===== src/hw/rtl/lhp_pkg.sv =====
// Shared constants and request/response types for the latency histogram.
// No dependencies; imported by the interfaces and all modules.
`timescale 1ns / 1ps

package lhp_pkg;

  localparam int SAMPLE_W        = 64;
  localparam int PCT_W           = 14;
  localparam int WIDTH_W         = 20;
  localparam int LINEAR_BINS_DEF = 64;
  localparam int LOG2_BINS_DEF   = 32;

  localparam logic [WIDTH_W-1:0] BIN_WIDTH_RST = 20'd1000;
  localparam logic [PCT_W-1:0]   PCT_FULL      = 14'd10000;

  // multiply-divide unit operand widths
  localparam int MD_A_W = SAMPLE_W + 1;
  localparam int MD_D_W = SAMPLE_W + 1;

  localparam logic OP_RECORD = 1'b0;
  localparam logic OP_QUERY  = 1'b1;

  typedef struct packed {
    logic                start;
    logic [MD_A_W-1:0]   a;
    logic [SAMPLE_W-1:0] b;
    logic [MD_D_W-1:0]   dv;
  } md_req_t;

  typedef struct packed {
    logic                done;
    logic [SAMPLE_W-1:0] q;
  } md_rsp_t;

endpackage


===== src/hw/rtl/lhp_muldiv.sv =====
// Serial floor(a*b/dv): shift-add multiply, then restoring divide, one bit per cycle.
// Depends on lhp_pkg for md_req_t / md_rsp_t.
`timescale 1ns / 1ps

module lhp_muldiv import lhp_pkg::*; (
  input  logic    clk,
  input  logic    rst_n,
  input  md_req_t req,
  output md_rsp_t rsp
);

  localparam int P_W = MD_A_W + SAMPLE_W;   // full product width
  localparam int C_W = $clog2(P_W + 1);

  typedef enum logic [1:0] {MD_IDLE, MD_MUL, MD_DIV} md_state_t;

  md_state_t           state_r;
  logic [MD_A_W-1:0]   a_r;
  logic [P_W-1:0]      b_r;
  logic [P_W-1:0]      prod_r;
  logic [MD_D_W-1:0]   dv_r;
  logic [MD_D_W-1:0]   rem_r;
  logic [SAMPLE_W-1:0] q_r;
  logic [C_W-1:0]      cnt_r;
  logic                done_r;
  logic [MD_D_W:0]     rem_sh;
  logic [MD_D_W:0]     rem_sub;
  logic                fits;

  assign rem_sh  = {rem_r, prod_r[P_W-1]};
  assign rem_sub = rem_sh - {1'b0, dv_r};
  assign fits    = rem_sh >= {1'b0, dv_r};

  always_ff @(posedge clk) begin
    if (!rst_n) begin
      state_r <= MD_IDLE;
      done_r  <= 1'b0;
    end else begin
      done_r <= 1'b0;
      unique case (state_r)
        MD_IDLE: begin
          if (req.start) begin
            a_r     <= req.a;
            b_r     <= {{MD_A_W{1'b0}}, req.b};
            dv_r    <= req.dv;
            prod_r  <= '0;
            cnt_r   <= '0;
            state_r <= MD_MUL;
          end
        end
        MD_MUL: begin
          if (a_r[0]) prod_r <= prod_r + b_r;
          a_r   <= a_r >> 1;
          b_r   <= b_r << 1;
          cnt_r <= cnt_r + 1'b1;
          if (cnt_r == C_W'(MD_A_W - 1)) begin
            cnt_r   <= '0;
            rem_r   <= '0;
            q_r     <= '0;
            state_r <= MD_DIV;
          end
        end
        MD_DIV: begin
          rem_r  <= fits ? rem_sub[MD_D_W-1:0] : rem_sh[MD_D_W-1:0];
          q_r    <= {q_r[SAMPLE_W-2:0], fits};
          prod_r <= prod_r << 1;
          cnt_r  <= cnt_r + 1'b1;
          if (cnt_r == C_W'(P_W - 1)) begin
            done_r  <= 1'b1;
            state_r <= MD_IDLE;
          end
        end
        default: state_r <= MD_IDLE;
      endcase
    end
  end

  assign rsp.done = done_r;
  assign rsp.q    = q_r;

endmodule


===== config.mk =====
export PLATFORM = sky130hd
export DESIGN_NAME = lhp_muldiv
export DESIGN_NICKNAME = d
export VERILOG_FILES = /design/src/hw/rtl/lhp_pkg.sv /design/src/hw/rtl/lhp_muldiv.sv
export SDC_FILE = /design/constraint.sdc
export NUM_CORES = 1
export LEC_CHECK = 0
export BUFFER_PORTS_ARGS = -buffer_cell sky130_fd_sc_hd__buf_2
export CAP_MARGIN = 20
export CELL_PAD_IN_SITES_DETAIL_PLACEMENT = 1
export CELL_PAD_IN_SITES_GLOBAL_PLACEMENT = 1
export CORE_MARGIN = 10
export CORE_UTILIZATION = 44
export DETAILED_ROUTE_END_ITERATION = 16
export PLACE_DENSITY_LB_ADDON = 0.3
export SYNTH_ARGS = -nofsm -noshare
export SYNTH_HDL_FRONTEND = slang
export SYNTH_SLANG_ARGS = --single-unit
export TNS_END_PERCENT = 50

===== constraint.sdc =====
create_clock -name clk -period 15.4 [get_ports clk]
set_clock_uncertainty 0.15 [all_clocks]
set_input_delay 3.85 -clock clk [delete_from_list [all_inputs] [get_ports clk]]
set_output_delay 3.85 -clock clk [all_outputs]
set_load 0.05 [all_outputs]

Word level (Yosys, flattened, before mapping)
Index checks and enable logic that the tools add are counted.
{ "totals": {"elab_cells": 52, "regBits": 528, "in_bits": 197, "output_inout_bits": 65} }
{ "op_classes": {"n_addsub": 3, "magnitude_cmp": 1, "mux": 20, "n_reduce_logical": 11, "eq_ne": 8} }
{ "ops": {"columns": ["cell", "count"], "rows": [
  ["$mux 129", 3],
  ["$pmux 129 s3", 1],
  ["$pmux 65 s2", 2],
  ["$pmux 129 s2", 1],
  ["$mux 65", 3],
  ["$add 129x129->129", 1],
  ["$pmux 64 s2", 1],
  ["$ge 66x65->1", 1],
  ["$sub 65x65->65", 1],
  ["$mux 64", 1],
  ["$pmux 8 s3", 1],
  ["$mux 8", 2],
  ["$reduce_and 3->1", 5],
  ["$add 8x1->8 const B", 1],
  ["$eq 8x7->1 const B", 1],
  ["$eq 8x8->1 const B", 1],
  ["$ne 2x2->1 const B", 4],
  ["$mux 2", 3],
  ["$pmux 2 s3", 1],
  ["$reduce_and 4->1", 1],
  ["$reduce_bool 2->1", 2],
  ["$reduce_bool 3->1", 1],
  ["$eq 2x1->1 const B", 1],
  ["$eq 2x2->1 const B", 1],
  ["other kinds (3)", 3]
]} }

Logic depth before layout (Yosys ltp)
Gate-level depths: netlist of run 1.
{ "depth": {"depth_word": 3, "ltp_mapped": 17, "depth_no_buf": 15} }

Worst setup path before layout of run 1
No wires, ideal clock.
{ "synth_timing": {"kind": "input port to flip-flop", "start": "input req[194] (netlist bit)", "end": "register prod_r[0], enable pin", "t_required_ns": 14.437, "t_arrival_ns": 14.024, "path_slack_ns": 0.412, "stages": 3, "setup_time_ns": 0.813, "n_path_buf": 0, "path_cell_list": "nor2b_1 nor3b_1 a21boi_0"} }
{ "synth_via": {"elab_chain_cells": 2} }
{ "synth_lines": {"columns": ["item", "line_no", "rtl"], "rows": [
  ["start: declaration", "lhp_muldiv.sv:8", "input md_req_t req,"],
  ["$ne 2x2->1 (no line)", null, null],
  ["$reduce_and 4->1 (no line)", null, null],
  ["end signal: assignment", "lhp_muldiv.sv:52", "if (a_r[0]) prod_r <= prod_r + b_r;"],
  ["end signal: assignment", "lhp_muldiv.sv:66", "prod_r <= prod_r << 1;"],
  ["end: declaration", "lhp_muldiv.sv:20", "logic [P_W-1:0] prod_r;"]
]} }
No other way between the ends.
A chain may end at the register's enable or synchronous reset.

Worst setup path in the final report of run 1
{ "layout_timing": {"start": "input req[194] (netlist bit)", "end": "register a_r[0], enable pin"} }
{ "layout_via": {"elab_chain_cells": 2} }
{ "layout_lines": {"columns": ["item", "line_no", "rtl"], "rows": [
  ["$ne 2x2->1 (no line)", null, null],
  ["$reduce_and 3->1 (no line)", null, null],
  ["end signal: assignment", "lhp_muldiv.sv:43", "a_r <= req.a;"],
  ["end signal: assignment", "lhp_muldiv.sv:53", "a_r <= a_r >> 1;"],
  ["end: declaration", "lhp_muldiv.sv:18", "logic [MD_A_W-1:0] a_r;"]
]} }
No other way between the ends.

==> results.py, run 1 <==
metrics = {
    "sta": {
        "slew_headroom_pct": 28.12,
        "rsz0062_at_grt": "no",
        "slew_viol_final": 0,
        "setup-violations-final": 0,
        "finalSetupTns_ns": 0,
        "min_period_ns": 6.601,
        "period_share_pct": 42.86,
        "hold_viol": 0,
        "tightest_slew_ns": 1.078,
        "max_freq_ghz": 0.1515,
    },
    "cells_and_area": {
        "post-route-util_pct": 49.72,
        "area_delta_synth_final_pct": 12.44,
        "layout-drive-gt1-share_pct": 15.79,
        "nets": 3848,
    },
    "yosys": {
        "synthDominantCellAreaShare_pct": 47.10,
        "yosysTopAreaCell": "edfxtp_1",
        "yosys_warnings": 0,
        "ys_ff_latch": 528,
        "async_flop_share_pct": 0,
        "syn-num-nets": 3676,
        "synth_edf_count": 525,
        "synthTopCellsByArea": "edfxtp_1 47%, ha_1 7.4%, mux2_2 4.3%",
        "syn_area_um2": 33470,
        "synth_seq_area_share_pct": 47.28,
        "yosysUniqueCellTypes": 82,
        "syn_avg_cell_area_um2": 10.21,
        "syn_inst": 3278,
        "synth-main-ff-cell": "edfxtp_1",
    },
    "cts": {
        "cts_made_buffers": 61,
        "ctsHoldBuffers": 0,
        "clk_path_buf_depth": 3,
        "cts_sinks": 528,
        "post_cts_resized": 0,
        "path_clk_slew_ns": 0.06,
        "cts_tree": "yes",
        "root_buffer": "clkbuf_16",
        "post-cts-setup-buffers": 0,
        "insertion_delay_ns": 0.65,
        "htreeDepth": 2,
    },
    "detailed_routing": {
        "wl_per_cell_um": 20.77,
        "top_layer_used": "met5",
        "drtPass1Iterations": 5,
        "ant_nets": 0,
        "met1_length_um": 42400,
        "drt_iter0_drc": 1422,
        "route.met3.wl_um": 3891,
        "num_vias": 25600,
        "drt_wl_total_um": 93090,
        "drc": 0,
        "viasPerCell": 5.709,
        "met2_length_um": 44940,
    },
    "critical_path": {
        "worstPathArrival_ns": 6.70,
        "worst_path_max_delay_cell": "buf_4",
        "reg2reg_to": "prod_r[120]",
        "crit_family": "buffers and inverters",
        "crit_path_cell_trace": "buf_2, mux2i_1, nor2b_4, buf_4, buf_4, buf_4",
        "cp-start-kind": "primary input",
        "cp-startpoint": "req[194]",
        "slowest_delay_ns": 0.89,
        "reg2reg_from": "b_r[0]",
        "reg2reg_slack_ns": 10.49,
        "cp.required_ns": 15.50,
        "worst-path-buf-inv": 4,
        "reg2reg_depth": 15,
        "crit_type": "in2reg",
        "end_kind": "flip-flop",
        "crit_fanout": 76,
        "path_common_cell": "buf_4",
    },
    "floorplan": {
        "ios": 262,
        "std_cell_rows": 101,
        "die_h_um": 295.8,
        "core_um2": 75700,
        "dieWidth_um": 295.8,
        "dieArea_um2": 87510,
        "initial_core_util_pct": 44.22,
    },
    "flow_run": {
        "max-cap-violations": 0,
    },
    "global_routing": {
        "antenna_found_initial": 6,
        "track_usage_pct": 20.69,
        "grt_max_degree": 139,
        "grt_pass1_wl_um": 147700,
        "grt_pass1_vias": 27000,
        "grt_remaining_overflow": 0,
    },
    "worst_hold_path": {
        "min_path_type": "reg2reg",
        "whs_path_depth": 1,
        "worstHoldStart": "a_r[2]",
        "holdPathEnd": "a_r[1]",
    },
    "pwr": {
        "max-vdd-ir-drop_v": 0.0001042,
        "p_per_area_nw_per_um2": 136.1,
        "power.leakage_nw": 14.43,
    },
    "outcome": {
        "outcome": "completed",
    },
    "place": {
        "place_congestion": 0.8827,
        "io_buffers": 261,
        "place.detailed.hpwl_um": 66740,
    },
}
## state kept, by name, summed over array words and instances (netlist names)
name / count
b_r: 129
prod_r: 129
a_r: 65
dv_r: 65
rem_r: 65
q_r: 64
cnt_r: 8
state_r: 2
done_r: 1
## cell type report
cell class	instances	area (µm²)
fillers	8355	38060
flip-flops and latches	528	15830
repair buffers	280	1494
clock buffers	68	1553
clock inverters	47	483.0
diodes	3	7.507
well taps	978	1224
inverters	122	457.9
multi-input cells	2457	16590
## cell usage in the layout, fill, tap and decap left out, types with 14 or more instances in the layout
| master | instances |
|---|---|
| clkinv_2 | 14 |
| nor2b_1 | 79 |
| edfxtp_1 | 525 |
| o21ai_1 | 17 |
| a22oi_1 | 47 |
| o21ai_0 | 270 |
| nand2_1 | 333 |
| a21oi_1 | 274 |
| nor2_1 | 141 |
| or3_1 | 16 |
| nor3_1 | 36 |
| nand2b_1 | 20 |
| o21bai_1 | 49 |
| o21a_1 | 21 |
| and3_1 | 21 |
| a211oi_1 | 15 |
| clkbuf_16 | 61 |
| and2_1 | 191 |
| nand3_1 | 50 |
| inv_1 | 122 |
| buf_4 | 16 |
| a31oi_1 | 24 |
| xor2_1 | 84 |
| buf_2 | 261 |
| mux2_2 | 127 |
| ha_1 | 197 |
| xnor2_1 | 103 |
| nand4_1 | 74 |
| a21o_1 | 97 |
## synth_stat cells (6+ instances only)
cell type,number
o31ai_1,10
o22ai_1,6
a21boi_0,14
nor2b_1,80
o21ai_0,270
inv_1,122
nand2b_1,20
or2_2,10
nor3_1,36
ha_1,199
a21o_1,97
edfxtp_1,525
a211oi_1,15
nand3_1,50
and3_1,22
a41oi_1,6
o21ai_1,17
and2_1,192
xnor2_1,103
clkbuf_1,149
nand2_1,334
mux2_2,127
or3_1,16
o21bai_1,49
o21a_1,21
nor4_1,8
nor2_1,142
a22oi_1,47
and4_1,10
o211ai_1,9
nand4_1,74
buf_2,14
a31oi_1,24
xor2_1,84
a21oi_1,274
## per-stage QoR
| stage | power [W] | hold WS (ns) | cells | instance area (µm²) | setup slack (ns) |
|---|---|---|---|---|---|
| final | 0.005124 | 0.3954 | 4483 | 37640 | 8.799 |
| after global routing | 0.005419 | 0.4143 | 4480 | 37630 | 8.553 |
| after CTS | 0.005161 | 0.3998 | 4478 | 37580 | 8.795 |
| after detailed placement | 0.003636 | 0.3832 | 4363 | 35550 | 8.096 |
| after global placement | 0.003593 | 0.3749 | 4363 | 35550 | 8.185 |
| after floorplan | 0.003218 | 0.3452 | 3278 | 33470 | 0.4125 |
## worst max path at each step
stage	endpoint	slack (ns)	depth (start not counted)
2_1_floorplan	prod_r[0]	0.41	3
3_3_place_gp	a_r[49]	8.18	6
3_5_place_dp	a_r[56]	8.10	6
4_1_cts	a_r[53]	8.80	6
5_1_grt	a_r[54]	8.55	6
6_report	a_r[0]	8.80	6
## metal layers
metal  GRT usage (%)  up-vias
li1                -    12370
met1           27.40    12690
met2           35.59      433
met3           2.701      102
met4           4.693        2
met5               0        -
## logic make-up after synthesis
| group | synth area share (%) |
|---|---|
| buffers and inverters | 3.357 |
| adder cells (fa/ha/maj) | 7.558 |
| XOR/XNOR | 4.893 |
| multiplexers | 4.422 |
| AO/OA/AOI/OAI | 17.43 |
| AND/OR/NAND/NOR | 15.06 |
| flip-flops | 47.28 |
## power breakdown
part / leakage (nW) / total [W] / internal, W / switching [W]
clock network: 0.989 / 0.00150 / 0.000864 / 0.000638
registers: 5.01 / 0.00192 / 0.00183 / 0.0000930
logic: 8.43 / 0.00170 / 0.000627 / 0.00108
total: 14.4 / 0.00512 / 0.00332 / 0.00181
No activity file was read; power rests on OpenSTA's default activity.
==> run 2: changes to the inputs <==
Settings changed: ABC_AREA set to 1, CORE_UTILIZATION 44 to 45.
Clock period 15.4 ns to 6.2 ns, I/O delays scaled along.
==> results.py, run 2 <==
metrics = {
    "cts": {
        "insertion_delay_ns": 0.68,
        "cts_tree": "yes",
        "post_cts_resized": 0,
        "clk_path_buf_depth": 3,
        "htreeDepth": 2,
        "ctsHoldBuffers": 0,
        "path_clk_slew_ns": 0.06,
        "cts_made_buffers": 61,
        "cts_sinks": 528,
        "post-cts-setup-buffers": 0,
        "root_buffer": "clkbuf_16",
    },
    "critical_path": {
        "reg2reg_slack_ns": 1.56,
        "end_kind": "flip-flop",
        "worst_path_max_delay_cell": "nor4_1",
        "cp.required_ns": 6.48,
        "cp.depth": 12,
        "path_common_cell": "nor2_1",
        "cp-startpoint": "rem_r[47]",
        "reg2reg_depth": 12,
        "crit_path_cell_trace": "ha_1, nand2_1, nor2_1, nand2_1, nor2_1, nand3_1, nor4_1, nor3_1, nand2_4, inv_2, nor2_1, nor2_1",
        "crit_type": "reg2reg",
        "crit_fanout": 57,
        "slowest_delay_ns": 0.61,
        "reg2reg_from": "rem_r[47]",
        "cp-start-kind": "flip-flop",
        "worstPathArrival_ns": 4.92,
        "worst-path-buf-inv": 1,
        "crit_family": "simple AND/OR/NAND/NOR gates",
    },
    "sta": {
        "slew_viol_final": 0,
        "min_period_ns": 4.640,
        "slew_headroom_pct": 29.35,
        "hold_viol": 0,
        "setup-violations-final": 0,
        "max_freq_ghz": 0.2155,
        "tightest_slew_ns": 1.060,
        "rsz0062_at_grt": "no",
        "finalSetupTns_ns": 0,
        "period_share_pct": 74.84,
    },
    "floorplan": {
        "initial_core_util_pct": 45.17,
        "dieWidth_um": 320.1,
        "dieArea_um2": 102500,
        "ios": 262,
        "die_h_um": 320.1,
        "core_um2": 89740,
        "std_cell_rows": 110,
    },
    "yosys": {
        "synth_edf_count": 525,
        "syn_avg_cell_area_um2": 6.587,
        "async_flop_share_pct": 0,
        "syn_area_um2": 40530,
        "yosys_warnings": 0,
        "synthDominantCellAreaShare_pct": 38.90,
        "yosysTopAreaCell": "edfxtp_1",
        "synthTopCellsByCount": "2514 x nand2_1, 1225 x inv_1, 578 x nor2_1",
        "syn-num-nets": 6551,
        "ys_ff_latch": 528,
        "synth-main-ff-cell": "edfxtp_1",
        "syn_inst": 6153,
        "synthTopCellsByArea": "edfxtp_1 39%, nand2_1 23%, inv_1 11%",
        "yosysUniqueCellTypes": 39,
        "synth_seq_area_share_pct": 39.05,
        "synth.most_common_cell": "nand2_1",
    },
    "detailed_routing": {
        "drt_iter0_drc": 2738,
        "num_vias": 40090,
        "viasPerCell": 5.264,
        "ant_nets": 0,
        "drc": 0,
        "wl_per_cell_um": 21.26,
        "drt_wl_total_um": 161900,
        "drtPass1Iterations": 5,
    },
    "cells_and_area": {
        "final_common_cell": "nand2_1",
        "final_area_um2": 44930,
        "fillCellCount": 12160,
        "area_delta_synth_final_pct": 10.87,
        "mostFrequentLayoutCells": "2514 x nand2_1, 1222 x inv_1, 578 x nor2_1, 525 x edfxtp_1, 356 x a21oi_1",
        "largest_registers": "b_r x129, prod_r x129",
        "layout-drive-gt1-share_pct": 6.543,
        "nets": 6782,
        "final_cell_count_no_fill": 7616,
    },
    "pwr": {
        "p_switching_w": 0.01216,
        "p_per_area_nw_per_um2": 514.0,
        "seqPwrFrac_pct": 26.7,
        "power.leakage_nw": 23.43,
        "swShare_pct": 52.64,
        "max-vdd-ir-drop_v": 0.0004971,
        "combPwrFrac_pct": 58.0,
        "internal_power_w": 0.01094,
        "clockPowerShare_pct": 15.4,
    },
    "place": {
        "place.detailed.hpwl_um": 129100,
        "numPlacedInstances": 7497,
        "placed_area_um2": 43030,
        "io_buffers": 261,
        "place_congestion": 1.022,
    },
    "flow_run": {
        "max-cap-violations": 0,
    },
    "global_routing": {
        "grt_remaining_overflow": 0,
        "antenna_found_initial": 12,
        "grt_pass1_vias": 41850,
        "track_usage_pct": 30.82,
        "grt_max_degree": 162,
        "grt_pass1_wl_um": 244700,
    },
    "worst_hold_path": {
        "whs_path_depth": 2,
        "min_path_type": "reg2reg",
        "worstHoldStart": "a_r[62]",
    },
    "outcome": {
        "outcome": "completed",
    },
}
-- run 2: layout make-up --
cell class	instances	area [µm²]	area share (%)
Sequential cell	528	15830	35.22
Clock buffer	78	1633	3.634
Clock inverter	35	252.7	0.5625
Antenna cell	6	15.01	0.03341
Multi-Input combinational cell	4286	19630	43.68
Tap cell	1176	1471	3.275
Timing Repair Buffer	276	1481	3.297
Inverter	1231	4628	10.30
-- run 2: routing by layer --
metal  vias up  wire (µm)  track usage [%]
li1      19420          -                -
met1     19330      68180            38.25
met2      1059      78280            53.95
met3       263       8017            3.400
met4        10       7371            12.81
met5         -         62                0
-- run 2: power by group through the flow --
stage	Combinational (W)	Sequential, W	Clock (W)
after floorplan	0.00832	0.00648	0
after global placement	0.0127	0.00612	0
after detailed placement	0.0131	0.00619	0
after CTS	0.0133	0.00615	0.00359
after global routing	0.0148	0.00626	0.00373
final	0.0134	0.00616	0.00355
-- run 2: cells by family after synthesis --
kind of cell             count (synthesis)  share of synthesized area (%)
adder cells (fa/ha/maj)                201                          6.242
XOR/XNOR                                43                         0.9292
buffers and inverters                 1339                          12.69
flip-flops                             528                          39.05
AND/OR/NAND/NOR                       3494                          34.07
AO/OA/AOI/OAI                          548                          7.029
-- run 2: worst min-delay path, cell delays in order, from the launching register on --
cell and delay [ns]:
edfxtp_1 0.32, nand2_1 0.05, nand2_1 0.06
-- run 2: path summary, 6_finish.rpt --
check / end
setup / recovery: rem_r[7]
setup reg to reg: rem_r[7]
hold reg to reg: a_r[61]
hold / removal: a_r[61]
-- run 2: metrics by stage --
step	hold WS [ns]	power [W]	util, %	setup slack [ns]
after CTS	0.3746	0.02301	50.06	1.638
final	0.3663	0.02310	50.07	1.560
after global placement	0.3496	0.01886	47.96	1.878
after detailed placement	0.3583	0.01931	47.96	1.705
after global routing	0.3906	0.02474	50.07	1.410
after floorplan	0.3397	0.01480	-	-1.104
